## config.mk

```make
export PLATFORM = sky130hd
export DESIGN_NAME = forest_fire_grid_step_top
export DESIGN_NICKNAME = d
export VERILOG_FILES = /design/src/hw/rtl/ffg_pkg.sv /design/src/hw/rtl/ffg_cell.sv /design/src/hw/rtl/ffg_chain.sv /design/src/hw/rtl/forest_fire_grid_step_top.sv
export SDC_FILE = /design/constraint.sdc
export NUM_CORES = 1
export LEC_CHECK = 0
export BUFFER_PORTS_ARGS = -buffer_cell sky130_fd_sc_hd__buf_4
export CAP_MARGIN = 25
export CORE_ASPECT_RATIO = 0.75
export CORE_MARGIN = 4
export CORE_UTILIZATION = 35
export DETAILED_ROUTE_END_ITERATION = 12
export PLACE_DENSITY_LB_ADDON = 0.05
export SYNTH_ARGS = -nofsm -noshare
export SYNTH_HDL_FRONTEND = slang
export SYNTH_SLANG_ARGS = --single-unit
```

## constraint.sdc

```tcl
create_clock -name clk -period 17.6 [get_ports clk]
set_input_delay 2.64 -clock clk [delete_from_list [all_inputs] [get_ports clk]]
set_output_delay 2.64 -clock clk [all_outputs]
set_load 0.005 [all_outputs]
```

## src/hw/rtl/ffg_pkg.sv

```systemverilog
// Shared types, constants, cell-update and state-cleaning functions for the forest-fire grid step.
// No dependencies; imported by every module of the block.

package ffg_pkg;

  localparam int ST_W        = 2;
  localparam int COL_W       = 6;
  localparam int ROW_W       = 10;
  localparam int GROWS_W     = 11;
  localparam int CFG_IDX_W   = 2;
  localparam int CFG_W       = 11;
  localparam int MAX_COLS_DEF = 48;
  localparam int ROWS_MAX    = 1024;

  localparam logic [ST_W-1:0] ST_EMPTY = 2'd0;
  localparam logic [ST_W-1:0] ST_TREE  = 2'd1;
  localparam logic [ST_W-1:0] ST_BURN  = 2'd2;

  localparam logic [CFG_IDX_W-1:0] CFG_ROWS = 2'd0;
  localparam logic [CFG_IDX_W-1:0] CFG_COLS = 2'd1;

  localparam logic [GROWS_W-1:0] ROWS_RESET = 11'd30;
  localparam logic [COL_W-1:0]   COLS_RESET = 6'd40;

  // Control shared by every cell of a line buffer chain.
  typedef struct packed {
    logic             shift;
    logic [COL_W-1:0] start;
  } lb_ctrl_t;

  function automatic logic [ST_W-1:0] next_cell(input logic [ST_W-1:0] centre,
                                                input logic hot);
    logic [ST_W-1:0] res;
    res = centre;
    if (centre == ST_BURN) begin
      res = ST_EMPTY;
    end else if (centre == ST_TREE && hot) begin
      res = ST_BURN;
    end
    return res;
  endfunction

  // Unused code three reads as empty.
  function automatic logic [ST_W-1:0] clean_state(input logic [ST_W-1:0] raw);
    return (raw == ST_EMPTY || raw == ST_TREE || raw == ST_BURN) ? raw : ST_EMPTY;
  endfunction

endpackage

```

## src/hw/rtl/ffg_cell.sv

```systemverilog
// One storage cell of a line buffer chain: holds one grid cell state.
// Depends on ffg_pkg.

module ffg_cell
  import ffg_pkg::*;
#(
  parameter int IDX = 0
) (
  input  logic            clk,
  input  lb_ctrl_t        ctrl,
  input  logic [ST_W-1:0] din,
  input  logic [ST_W-1:0] prev,
  output logic [ST_W-1:0] q
);

  logic is_entry;

  // The entry cell takes the fresh beat, so the live chain is exactly one row long.
  assign is_entry = (ctrl.start == COL_W'(IDX));

  always_ff @(posedge clk) begin
    if (ctrl.shift) begin
      q <= is_entry ? din : prev;
    end
  end

endmodule

```

## src/hw/rtl/ffg_chain.sv

```systemverilog
// Row-length line buffer built as a chain of ffg_cell, entry point set by the column count.
// Depends on ffg_pkg and ffg_cell.

module ffg_chain
  import ffg_pkg::*;
#(
  parameter int MAX_COLS = MAX_COLS_DEF
) (
  input  logic            clk,
  input  lb_ctrl_t        ctrl,
  input  logic [ST_W-1:0] din,
  output logic [ST_W-1:0] tail,
  output logic [ST_W-1:0] tail_prev
);

  logic [ST_W-1:0] q [MAX_COLS];

  for (genvar j = 0; j < MAX_COLS; j++) begin : g_cell
    if (j == 0) begin : g_head
      ffg_cell #(.IDX(j)) u_cell (
        .clk  (clk),
        .ctrl (ctrl),
        .din  (din),
        .prev (din),
        .q    (q[j])
      );
    end else begin : g_body
      ffg_cell #(.IDX(j)) u_cell (
        .clk  (clk),
        .ctrl (ctrl),
        .din  (din),
        .prev (q[j-1]),
        .q    (q[j])
      );
    end
  end

  assign tail      = q[MAX_COLS-1];
  assign tail_prev = q[MAX_COLS-2];

endmodule

```

## src/hw/rtl/forest_fire_grid_step_top.sv

```systemverilog
// Top level of the forest-fire grid step: counters, update logic and output register.
// Depends on ffg_pkg and ffg_chain.

// One generation of a forest-fire automaton over a raster-ordered stream, one cell per
// beat. Results lag the input by one row: the beat at (r, c) yields the result for
// (r-1, c). Two line buffers, each a chain of cells whose live length equals the
// column count (grid_cols, with 0 taken as 1 and anything above MAX_COLS as MAX_COLS),
// hold the previous two rows. The input takes one beat per cycle while the output
// register is free; after the last beat of a frame the block stalls its input while the
// final row is flushed from the chains, one result per cycle while the output register
// is free, so any output stall prolongs the flush. The last result carries frame_end
// and still_burning. Configuration writes restart the frame.

module forest_fire_grid_step_top
  import ffg_pkg::*;
#(
  parameter int MAX_COLS = MAX_COLS_DEF
) (
  input  logic                 clk,
  input  logic                 rst,
  input  logic                 cfg_wr_en,
  input  logic [CFG_IDX_W-1:0] cfg_index,
  input  logic [CFG_W-1:0]     cfg_wr_data,
  input  logic                 in_valid,
  output logic                 in_stall,
  input  logic [ST_W-1:0]      cell_state,
  output logic                 out_valid,
  input  logic                 out_stall,
  output logic [ST_W-1:0]      next_state,
  output logic [ROW_W-1:0]     out_row,
  output logic [COL_W-1:0]     out_col,
  output logic                 frame_end,
  output logic                 still_burning
);

  logic [GROWS_W-1:0] grid_rows;
  logic [COL_W-1:0]   grid_cols;
  logic [ROW_W-1:0]   row_counter;
  logic [COL_W-1:0]   col_counter;
  logic               burning_seen;
  logic               flushing;
  logic [ST_W-1:0]    prev_centre;

  logic [GROWS_W-1:0] rows_eff;
  logic [COL_W-1:0]   cols_eff;
  logic               out_free;
  logic               accept;
  logic               flush_step;
  logic               last_row;
  logic               last_col;
  logic               emit;
  logic               hot;
  logic [ST_W-1:0]    ns;
  logic [ST_W-1:0]    cell_clean;
  logic [ST_W-1:0]    c1_tail, c1_prev, c2_tail, c2_prev;
  lb_ctrl_t           lb_ctrl;

  always_comb begin
    priority if (grid_rows == '0) begin
      rows_eff = GROWS_W'(1);
    end else if (grid_rows > GROWS_W'(ROWS_MAX)) begin
      rows_eff = GROWS_W'(ROWS_MAX);
    end else begin
      rows_eff = grid_rows;
    end
    priority if (grid_cols == '0) begin
      cols_eff = COL_W'(1);
    end else if (grid_cols > COL_W'(MAX_COLS)) begin
      cols_eff = COL_W'(MAX_COLS);
    end else begin
      cols_eff = grid_cols;
    end
  end

  assign out_free   = !out_valid || !out_stall;
  assign in_stall   = flushing || (out_valid && out_stall);
  assign accept     = in_valid && !in_stall;
  assign flush_step = flushing && out_free;
  assign last_row   = ({1'b0, row_counter} + GROWS_W'(1)) >= rows_eff;
  assign last_col   = ({1'b0, col_counter} + (COL_W+1)'(1)) >= {1'b0, cols_eff};
  assign cell_clean = clean_state(cell_state);

  assign lb_ctrl.shift = accept || flush_step;
  assign lb_ctrl.start = COL_W'(MAX_COLS) - cols_eff;

  ffg_chain #(.MAX_COLS(MAX_COLS)) u_middle (
    .clk       (clk),
    .ctrl      (lb_ctrl),
    .din       (flushing ? ST_EMPTY : cell_clean),
    .tail      (c1_tail),
    .tail_prev (c1_prev)
  );

  ffg_chain #(.MAX_COLS(MAX_COLS)) u_upper (
    .clk       (clk),
    .ctrl      (lb_ctrl),
    .din       (c1_tail),
    .tail      (c2_tail),
    .tail_prev (c2_prev)
  );

  // The upper chain's second tap is not needed; the left neighbour is the held centre.
  logic unused_tap;
  assign unused_tap = ^c2_prev;

  // Centre is the middle-chain tail; during flush there is no row below.
  always_comb begin
    logic up_ok;
    up_ok = flushing ? (row_counter != '0) : (row_counter >= ROW_W'(2));
    hot = (!flushing && cell_clean == ST_BURN)
       || (up_ok && c2_tail == ST_BURN)
       || (col_counter != '0 && prev_centre == ST_BURN)
       || (!last_col && c1_prev == ST_BURN)
       || (unused_tap && 1'b0);
    ns   = next_cell(c1_tail, hot);
    emit = flush_step || (accept && row_counter != '0);
  end

  always_ff @(posedge clk) begin
    if (rst) begin
      grid_rows    <= ROWS_RESET;
      grid_cols    <= COLS_RESET;
      row_counter  <= '0;
      col_counter  <= '0;
      burning_seen <= 1'b0;
      flushing     <= 1'b0;
      out_valid    <= 1'b0;
    end else begin
      if (emit) begin
        out_valid     <= 1'b1;
        next_state    <= ns;
        out_row       <= flushing ? row_counter : row_counter - ROW_W'(1);
        out_col       <= col_counter;
        frame_end     <= flushing && last_col;
        still_burning <= flushing && last_col && (burning_seen || ns == ST_BURN);
        if (ns == ST_BURN) begin
          burning_seen <= 1'b1;
        end
      end else if (out_valid && !out_stall) begin
        out_valid <= 1'b0;
      end

      if (lb_ctrl.shift) begin
        prev_centre <= c1_tail;
      end

      priority if (flush_step) begin
        if (last_col) begin
          row_counter  <= '0;
          col_counter  <= '0;
          burning_seen <= 1'b0;
          flushing     <= 1'b0;
        end else begin
          col_counter <= col_counter + COL_W'(1);
        end
      end else if (accept) begin
        priority if (last_row && last_col) begin
          col_counter <= '0;
          flushing    <= 1'b1;
        end else if (last_col) begin
          col_counter <= '0;
          row_counter <= row_counter + ROW_W'(1);
        end else begin
          col_counter <= col_counter + COL_W'(1);
        end
      end

      // A write to a listed register restarts the frame.
      if (cfg_wr_en && (cfg_index == CFG_ROWS || cfg_index == CFG_COLS)) begin
        if (cfg_index == CFG_ROWS) begin
          grid_rows <= cfg_wr_data;
        end else begin
          grid_cols <= cfg_wr_data[COL_W-1:0];
        end
        row_counter  <= '0;
        col_counter  <= '0;
        burning_seen <= 1'b0;
        flushing     <= 1'b0;
      end
    end
  end

`ifndef SYNTHESIS
  a_flush_holds_input: assert property (@(posedge clk) disable iff (rst)
    flushing |-> in_stall)
    else $error("input taken during row flush");

  a_flush_on_last_row: assert property (@(posedge clk) disable iff (rst)
    flushing |-> last_row)
    else $error("flush outside the last row");

  a_col_in_range: assert property (@(posedge clk) disable iff (rst)
    col_counter < cols_eff)
    else $error("column counter beyond row length");

  a_burn_flag_at_end: assert property (@(posedge clk) disable iff (rst)
    (out_valid && !frame_end) |-> !still_burning)
    else $error("still_burning set away from frame end");

  a_last_beat_starts_flush: assert property (@(posedge clk) disable iff (rst)
    (accept && last_row && last_col && !cfg_wr_en) |=> flushing)
    else $error("last beat of frame did not start flush");
`endif

endmodule

```

==> impl_metrics.env, run 1 <==
export IMPL_yosysUniqueCellTypes=52
export IMPL_antenna_cells_inserted=0
export IMPL_clock_latency_ns=0.55
export IMPL_fillers=3021
export IMPL_io_buffer_count=41
export IMPL_postCtsHoldBufs=0
export IMPL_gp_congestion=0.798
export IMPL_netlist_area_um2=11300
export IMPL_finalSetupTns_ns=0
export IMPL_fmax_ghz=0.176
export IMPL_final_core_util_pct=41.1
export IMPL_ios=42
export IMPL_synth_area_top_cells="edfxtp_1 (57%), mux2_2 (11%), nand2_1 (6.4%)"
export IMPL_fin_crit_sh_pct=32.3
export IMPL_ant_nets=0
export IMPL_htree_levels=1
export IMPL_post_cts_setup_buffer_count=0
export IMPL_peakVddDrop_mv=0.0546
export IMPL_wl_per_cell_um=18.2
export IMPL_cp_arrival_ns=3.05
export IMPL_hold_viol_final=0
export IMPL_track_usage_pct=14.7
export IMPL_worstSetupPathType="in -> out"
export IMPL_synth_area_per_cell_um2=12.4
export IMPL_whs_path_depth=2
export IMPL_die_h_um=164
export IMPL_dieWidth_um=216
export IMPL_ys_async_sr_fraction_pct=0
export IMPL_clock_sinks=250
export IMPL_slew_headroom_pct=47.8
export IMPL_drv_cap=0
export IMPL_worst_pin_slew_ns=0.781
export IMPL_ys_seq_area_share_pct=63.0
export IMPL_yosys_most_used_dff="edfxtp_1"
export IMPL_syn_nets=957
export IMPL_rows=56
export IMPL_cp_required_ns=14.96
export IMPL_grt_max_degree=146
export IMPL_initial_core_util_pct=35.9
export IMPL_setup_viol=0
export IMPL_final_nets=999
export IMPL_layout_drive_gt1_share_pct=22.3
export IMPL_cts_buffers=27
export IMPL_synth_warnings=0
export IMPL_die_area_um2=35400
export IMPL_synth_enable_flop_cells=214
export IMPL_cts_root_buffer="clkbuf_16"
export IMPL_worstSetupStartpointType="input pin"
export IMPL_overflow=0
export IMPL_rsz0062_at_grt="no"
export IMPL_status="finished clean"
export IMPL_wl_mm=25.6
export IMPL_firstDrtPassIters=5
export IMPL_cp_max_fo=3
export IMPL_synth_top_cell_area_share_pct=56.7
export IMPL_path_clk_slew_ns=0.06
export IMPL_fin_skew_ns=0.0262
export IMPL_viasPerCell=4.88
export IMPL_drc=0
export IMPL_syn_to_final_growth_pct=14.5
export IMPL_p_leak_nw=4.67
export IMPL_coreArea_um2=31600
export IMPL_first_global_vias=6826
export IMPL_grt_pass1_wl_mm=41.1
export IMPL_drtIter0Drc=534
export IMPL_period_needed_ns=5.69
export IMPL_synth_seq_cells=250
export IMPL_antenna_found_initial=0
export IMPL_slew_viol_final=0
export IMPL_dp_hpwl_mm=16.7
export IMPL_cts_tree="yes"
export IMPL_rr_worst_depth=11
export IMPL_p_per_area_nw_per_um2=100
export IMPL_via_count=6890
export IMPL_cts_buffer_depth=3
export IMPL_syn_inst=915
export IMPL_ctsResizeCount=0
export IMPL_yosysTopAreaCell="edfxtp_1"
export IMPL_end_kind="primary output"
export IMPL_holdCritPathClass="reg -> reg"
[kinds of logic after synthesis]
group | after synthesis | synth area share [%]
flip-flops | 250 | 63.0
XOR/XNOR | 22 | 1.86
buffers and inverters | 61 | 2.13
AND/OR/NAND/NOR | 296 | 11.4
AO/OA/AOI/OAI | 152 | 8.07
multiplexers | 112 | 11.1
adder cells (fa/ha/maj) | 22 | 2.43
[report_power, final]
group / internal (mW) / leakage (nW) / switching (mW) / total [mW]
registers: 0.678 / 2.37 / 0.0116 / 0.690
clock network: 0.310 / 0.395 / 0.234 / 0.544
logic: 0.0277 / 1.91 / 0.0420 / 0.0697
total: 1.02 / 4.67 / 0.288 / 1.30
[worst max-delay path: stages]
cell and delay, ns:
buf_4 0.11, nand2_1 0.08, nand2_1 0.08, buf_4 0.15
[flip-flops by register name (all words and copies together), names as in the netlist]
| name | flops |
|---|---|
| burning_seen | 1 |
| col_counter | 6 |
| flushing | 1 |
| frame_end | 1 |
| grid_cols | 6 |
| grid_rows | 11 |
| next_state | 2 |
| out_col | 6 |
| out_row | 10 |
| out_valid | 1 |
| prev_centre | 2 |
| row_counter | 10 |
| still_burning | 1 |
| u_middle.g_cell.g_body.u_cell.q | 94 |
| u_middle.g_cell.g_head.u_cell.q | 2 |
| u_upper.g_cell.g_body.u_cell.q | 94 |
| u_upper.g_cell.g_head.u_cell.q | 2 |
[per-layer routing]
metal / track usage [%] / vias to the layer above / routed length, µm
met3: 2.64 / 31 / 1060
met2: 19.1 / 109 / 9760
met5: 0 / - / 0
met4: 2.87 / 0 / 442
met1: 24.7 / 3331 / 14400
li1: - / 3419 / -
[cells in the final DEF, fill, tap and decap left out, types with 3 or more instances in the layout]
cell type,n
a21oi_1,27
dfxtp_1,36
nor4_1,7
nand3b_1,5
o211ai_1,5
xor2_1,7
nor2_1,31
nor2b_1,6
clkbuf_1,5
nand4_1,4
clkinv_1,9
clkbuf_16,27
buf_4,49
xnor2_1,14
and3_1,5
nor3_1,10
nand2b_1,12
ha_1,22
edfxtp_1,214
o22ai_2,6
mux2_2,112
nand2_1,193
nand3_1,10
clkinv_2,3
o21ai_0,89
inv_1,19
a31oi_1,3
clkinvlp_4,3
[synth_stat cells, types with 2 or more instances]
cell type  instances
o22ai_2            6
nand2b_1          12
o22ai_1            2
nor3_2             2
or3b_1             2
a31oi_1            3
nand3b_1           5
o21ai_0           89
o211ai_1           5
nor4_1             7
or3_1              2
nand4_1            4
o21a_1             2
nor3_1            10
mux2_2           112
o21ai_1            2
a211oi_1           2
clkinv_1           3
and2_1             2
ha_1              22
and3_1             5
dfxtp_1           36
inv_1             19
xnor2_1           14
nand2_1          193
nor2_1            32
o31ai_1            2
edfxtp_1         214
o221ai_2           2
nand3_1           10
xor2_1             7
a311o_1            2
nor2b_1            6
a21oi_1           27
clkbuf_1          35
[layout make-up]
class	count	area, µm²	share of cell area [%]
Sequential cell	250	7150	55.0
Multi-Input combinational cell	604	3950	30.5
Clock buffer	32	694	5.35
Tap cell	435	544	4.19
Timing Repair Buffer	52	422	3.25
Clock inverter	16	133	1.02
Inverter	22	90.1	0.694
[stage by stage]
stage	area [µm²]	power, mW	hold WS (ns)	setup WS [ns]	instances
2_1_floorplan	11300	0.750	0.409	9.02	915
3_3_place_gp	12100	0.773	0.465	11.91	1359
3_5_place_dp	12100	0.773	0.471	11.91	1360
4_1_cts	12900	1.32	0.479	11.91	1408
5_1_grt	13000	1.36	0.507	11.89	1411
6_report	13000	1.30	0.479	11.91	1411
[worst paths after layout]
check | from | endpoint | slack (ns)
max | out_stall | in_stall | 11.91
min | grid_rows[10]$_SDFFE_PP0P_ | grid_rows[10]$_SDFFE_PP0P_ | 0.48
max reg2reg | row_counter[0]$_SDFFE_PP0P_ | row_counter[5]$_SDFFE_PP0P_ | 13.24
min reg2reg | grid_rows[10]$_SDFFE_PP0P_ | grid_rows[10]$_SDFFE_PP0P_ | 0.48
Note: power is estimated with default switching activity, not from simulation.
==> inputs of run 2 (changes only) <==
--- a/config.mk
+++ b/config.mk
@@ -5,6 +5,7 @@
 export SDC_FILE = /design/constraint.sdc
 export NUM_CORES = 1
 export LEC_CHECK = 0
+export ABC_AREA = 1
 export BUFFER_PORTS_ARGS = -buffer_cell sky130_fd_sc_hd__buf_4
 export CAP_MARGIN = 25
 export CORE_ASPECT_RATIO = 0.75
==> constraint.sdc (replaced) <==
create_clock -name clk -period 5.42 [get_ports clk]
set_input_delay 0.813 -clock clk [delete_from_list [all_inputs] [get_ports clk]]
set_output_delay 0.813 -clock clk [all_outputs]
set_load 0.005 [all_outputs]
==> impl_metrics.env, run 2 <==
export IMPL_status="finished clean"
export IMPL_synth_top_cell_area_share_pct=56.2
export IMPL_stdcell_area_um2=13000
export IMPL_period_needed_ns=3.45
export IMPL_yosys_most_used_dff="edfxtp_1"
export IMPL_synth_area_top_cells="edfxtp_1 (56%), nand2_1 (12%), o21ai_0 (8.9%)"
export IMPL_largestRegisters="u_middle.g_cell.g_body.u_cell.q: 94 flops, u_upper.g_cell.g_body.u_cell.q: 94 flops, grid_rows: 11 flops"
export IMPL_r2r_start="grid_cols[5]$_SDFFE_PP1P_"
export IMPL_worst_pin_slew_ns=0.955
export IMPL_yosysTopAreaCell="edfxtp_1"
export IMPL_via_count=8048
export IMPL_slew_headroom_pct=36.3
export IMPL_p_leak_nw=5.34
export IMPL_clock_latency_ns=0.54
export IMPL_drt_met1_wl_mm=14.7
export IMPL_holdCritPathClass="reg -> reg"
export IMPL_finalPower_mw=4.40
export IMPL_reg2reg_to="row_counter[5]$_SDFFE_PP0P_"
export IMPL_netlist_area_um2=11400
export IMPL_drv_cap=0
export IMPL_ant_nets=0
export IMPL_peakVddDrop_mv=0.207
export IMPL_fmax_ghz=0.290
export IMPL_cts_buffers=27
export IMPL_synth_enable_flop_cells=214
export IMPL_wl_met2_mm=11.2
export IMPL_holdWs_ns=0.490
export IMPL_htree_levels=1
export IMPL_antenna_cells_inserted=0
export IMPL_syn_nets=1226
export IMPL_routed_top_layer="met4"
export IMPL_wl_per_cell_um=16.3
export IMPL_slew_viol_final=0
export IMPL_viasPerCell=4.79
export IMPL_synthTopCellsByCount="nand2_1 (369), edfxtp_1 (214), o21ai_0 (204)"
export IMPL_synthAdderAreaFrac_pct=2.41
export IMPL_wl_mm=27.5
export IMPL_io_buffer_count=41
export IMPL_layout_drive_gt1_share_pct=8.35
export IMPL_placed_area_um2=12200
export IMPL_worstSetupPathType="reg -> reg"
export IMPL_worstSetupStartpointType="register"
export IMPL_die_area_um2=35600
export IMPL_syn_inst=1184
export IMPL_rr_worst_depth=16
export IMPL_startpoint="grid_cols[5]$_SDFFE_PP1P_"
export IMPL_antenna_found_initial=0
export IMPL_dieWidth_um=217
export IMPL_initial_core_util_pct=36.0
export IMPL_final_nets=1267
export IMPL_overflow=0
export IMPL_cts_root_buffer="clkbuf_16"
export IMPL_p_per_area_nw_per_um2=337
export IMPL_ys_seq_area_share_pct=62.6
export IMPL_fillers=3112
export IMPL_syn_to_final_growth_pct=14.0
export IMPL_synth_compound_gate_area_share_pct=10.5
export IMPL_crit_path_end="row_counter[5]$_SDFFE_PP0P_"
export IMPL_die_h_um=164
export IMPL_ios=42
export IMPL_fin_skew_ns=0.0118
export IMPL_synth_warnings=0
export IMPL_firstDrtPassIters=5
export IMPL_cts_tree="yes"
export IMPL_path_clk_slew_ns=0.06
export IMPL_dp_hpwl_mm=18.0
export IMPL_cp_arrival_ns=3.87
export IMPL_fin_crit_sh_pct=63.7
export IMPL_postCtsHoldBufs=0
export IMPL_track_usage_pct=15.4
export IMPL_wl_met3_mm=1.16
export IMPL_mostFrequentLayoutCells="nand2_1 (368), edfxtp_1 (214), o21ai_0 (204), nor2_1 (81), inv_1 (79)"
export IMPL_hold_viol_final=0
export IMPL_drc=0
export IMPL_cp_max_fo=18
export IMPL_rrSetupSlack_ns=1.97
export IMPL_muxShareOfSynthArea_pct=0.0876
export IMPL_yosysUniqueCellTypes=31
export IMPL_ys_async_sr_fraction_pct=0
export IMPL_drtIter0Drc=503
export IMPL_setup_viol=0
export IMPL_rsz0062_at_grt="no"
export IMPL_grt_pass1_wl_mm=43.4
export IMPL_post_cts_setup_buffer_count=0
export IMPL_synth_area_per_cell_um2=9.65
export IMPL_first_global_vias=7481
export IMPL_final_common_cell="nand2_1"
export IMPL_clock_sinks=250
export IMPL_end_kind="register"
export IMPL_synth_top_family_by_area="simple AND/OR/NAND/NOR gates"
export IMPL_synth_most_common_cell="nand2_1"
export IMPL_gp_congestion=0.784
export IMPL_cts_buffer_depth=3
export IMPL_synth_simple_area_share_pct=19.0
export IMPL_finalSetupTns_ns=0
export IMPL_synth_seq_cells=250
export IMPL_coreArea_um2=31700
export IMPL_grt_max_degree=64
export IMPL_rows=56
export IMPL_cp_required_ns=5.84
export IMPL_synth_xor_area_share_pct=1.15
export IMPL_ctsResizeCount=0
## run 2: changes by cell type in the layout (fill, tap and decap cells not counted), moves of 7 or more
cell      previous run  this run
xnor2_1             14         1
nand2_1            193       368
nand4_1              4        22
nand3_1             10        39
nand2_2              0         8
nand2b_1            12         0
o21ai_0             89       204
nor2_1              31        81
mux2_2             112         0
xor2_1               7        14
inv_1               19        79
## run 2: how the worst min path moves through the flow
stage	slack, ns	to	cells after the start	startpoint
final	0.49	burning_seen$_SDFF_PP0_	2	burning_seen$_SDFF_PP0_
after global routing	0.49	grid_rows[7]$_SDFFE_PP0P_	3	cfg_wr_data[7]
after CTS	0.47	grid_rows[7]$_SDFFE_PP0P_	3	cfg_wr_data[7]
after detailed placement	0.48	burning_seen$_SDFF_PP0_	2	burning_seen$_SDFF_PP0_
after global placement	0.47	burning_seen$_SDFF_PP0_	2	burning_seen$_SDFF_PP0_
after floorplan	0.44	prev_centre[0]$_DFFE_PP_	0	u_middle.g_cell[47].g_body.u_cell.q[0]$_DFFE_PN_
## run 2: cell type report
type                    instances  area, µm²  share of cell area (%)
inverters                      82        313                    2.40
clock buffers                  34        702                    5.39
well taps                     435        544                    4.18
repair buffers                 53        398                    3.06
clock inverters                15        120                   0.922
multi-input cells             811       3800                    29.2
flip-flops and latches        250       7150                    54.9
## run 2: worst max-delay path: stages (launching register included)
cell and delay (ns):
dfxtp_1 0.52, inv_1 0.26, nand2_1 0.10, o22ai_1 0.69, ha_1 0.37, inv_1 0.05
nand2_1 0.04, nand2_1 0.05, nand2_1 0.05, nand2_1 0.05, nand2_1 0.05, nand4_1 0.08
nand3_1 0.22, nand3_1 0.57, nand2_1 0.10, nand2_1 0.09, nor2_1 0.04
## run 2: cells by family after synthesis
group | Yosys count
AOI/OAI and AO/OA | 236
DFF | 250
xor gates and xnor gates | 15
buffers and inverters | 123
muxes | 1
adders and majority gates | 22
and+or+nand+nor | 537
## run 2: stage by stage
| stage | setup WS, ns | utilization (%) | cells |
|---|---|---|---|
| finish | 1.97 | 41.0 | 1680 |
| global route | 1.60 | 41.0 | 1680 |
| CTS | 2.00 | 41.0 | 1680 |
| detailed placement | 1.90 | 38.4 | 1631 |
| global placement | 1.96 | 38.4 | 1631 |
| floorplan | 0.906 | - | 1184 |
## run 2: routing by layer
layer	up-vias	track usage, %
met4	0	3.00
li1	4136	-
met1	3755	24.7
met5	-	0
met2	125	21.8
met3	32	2.52
## run 2: report_power, final
part / internal, mW / switching, mW / leakage (nW) / total (mW)
combinational: 0.103 / 0.245 / 2.56 / 0.348
clock: 1.01 / 0.743 / 0.402 / 1.75
sequential: 2.25 / 0.0456 / 2.37 / 2.30
total: 3.36 / 1.03 / 5.34 / 4.40
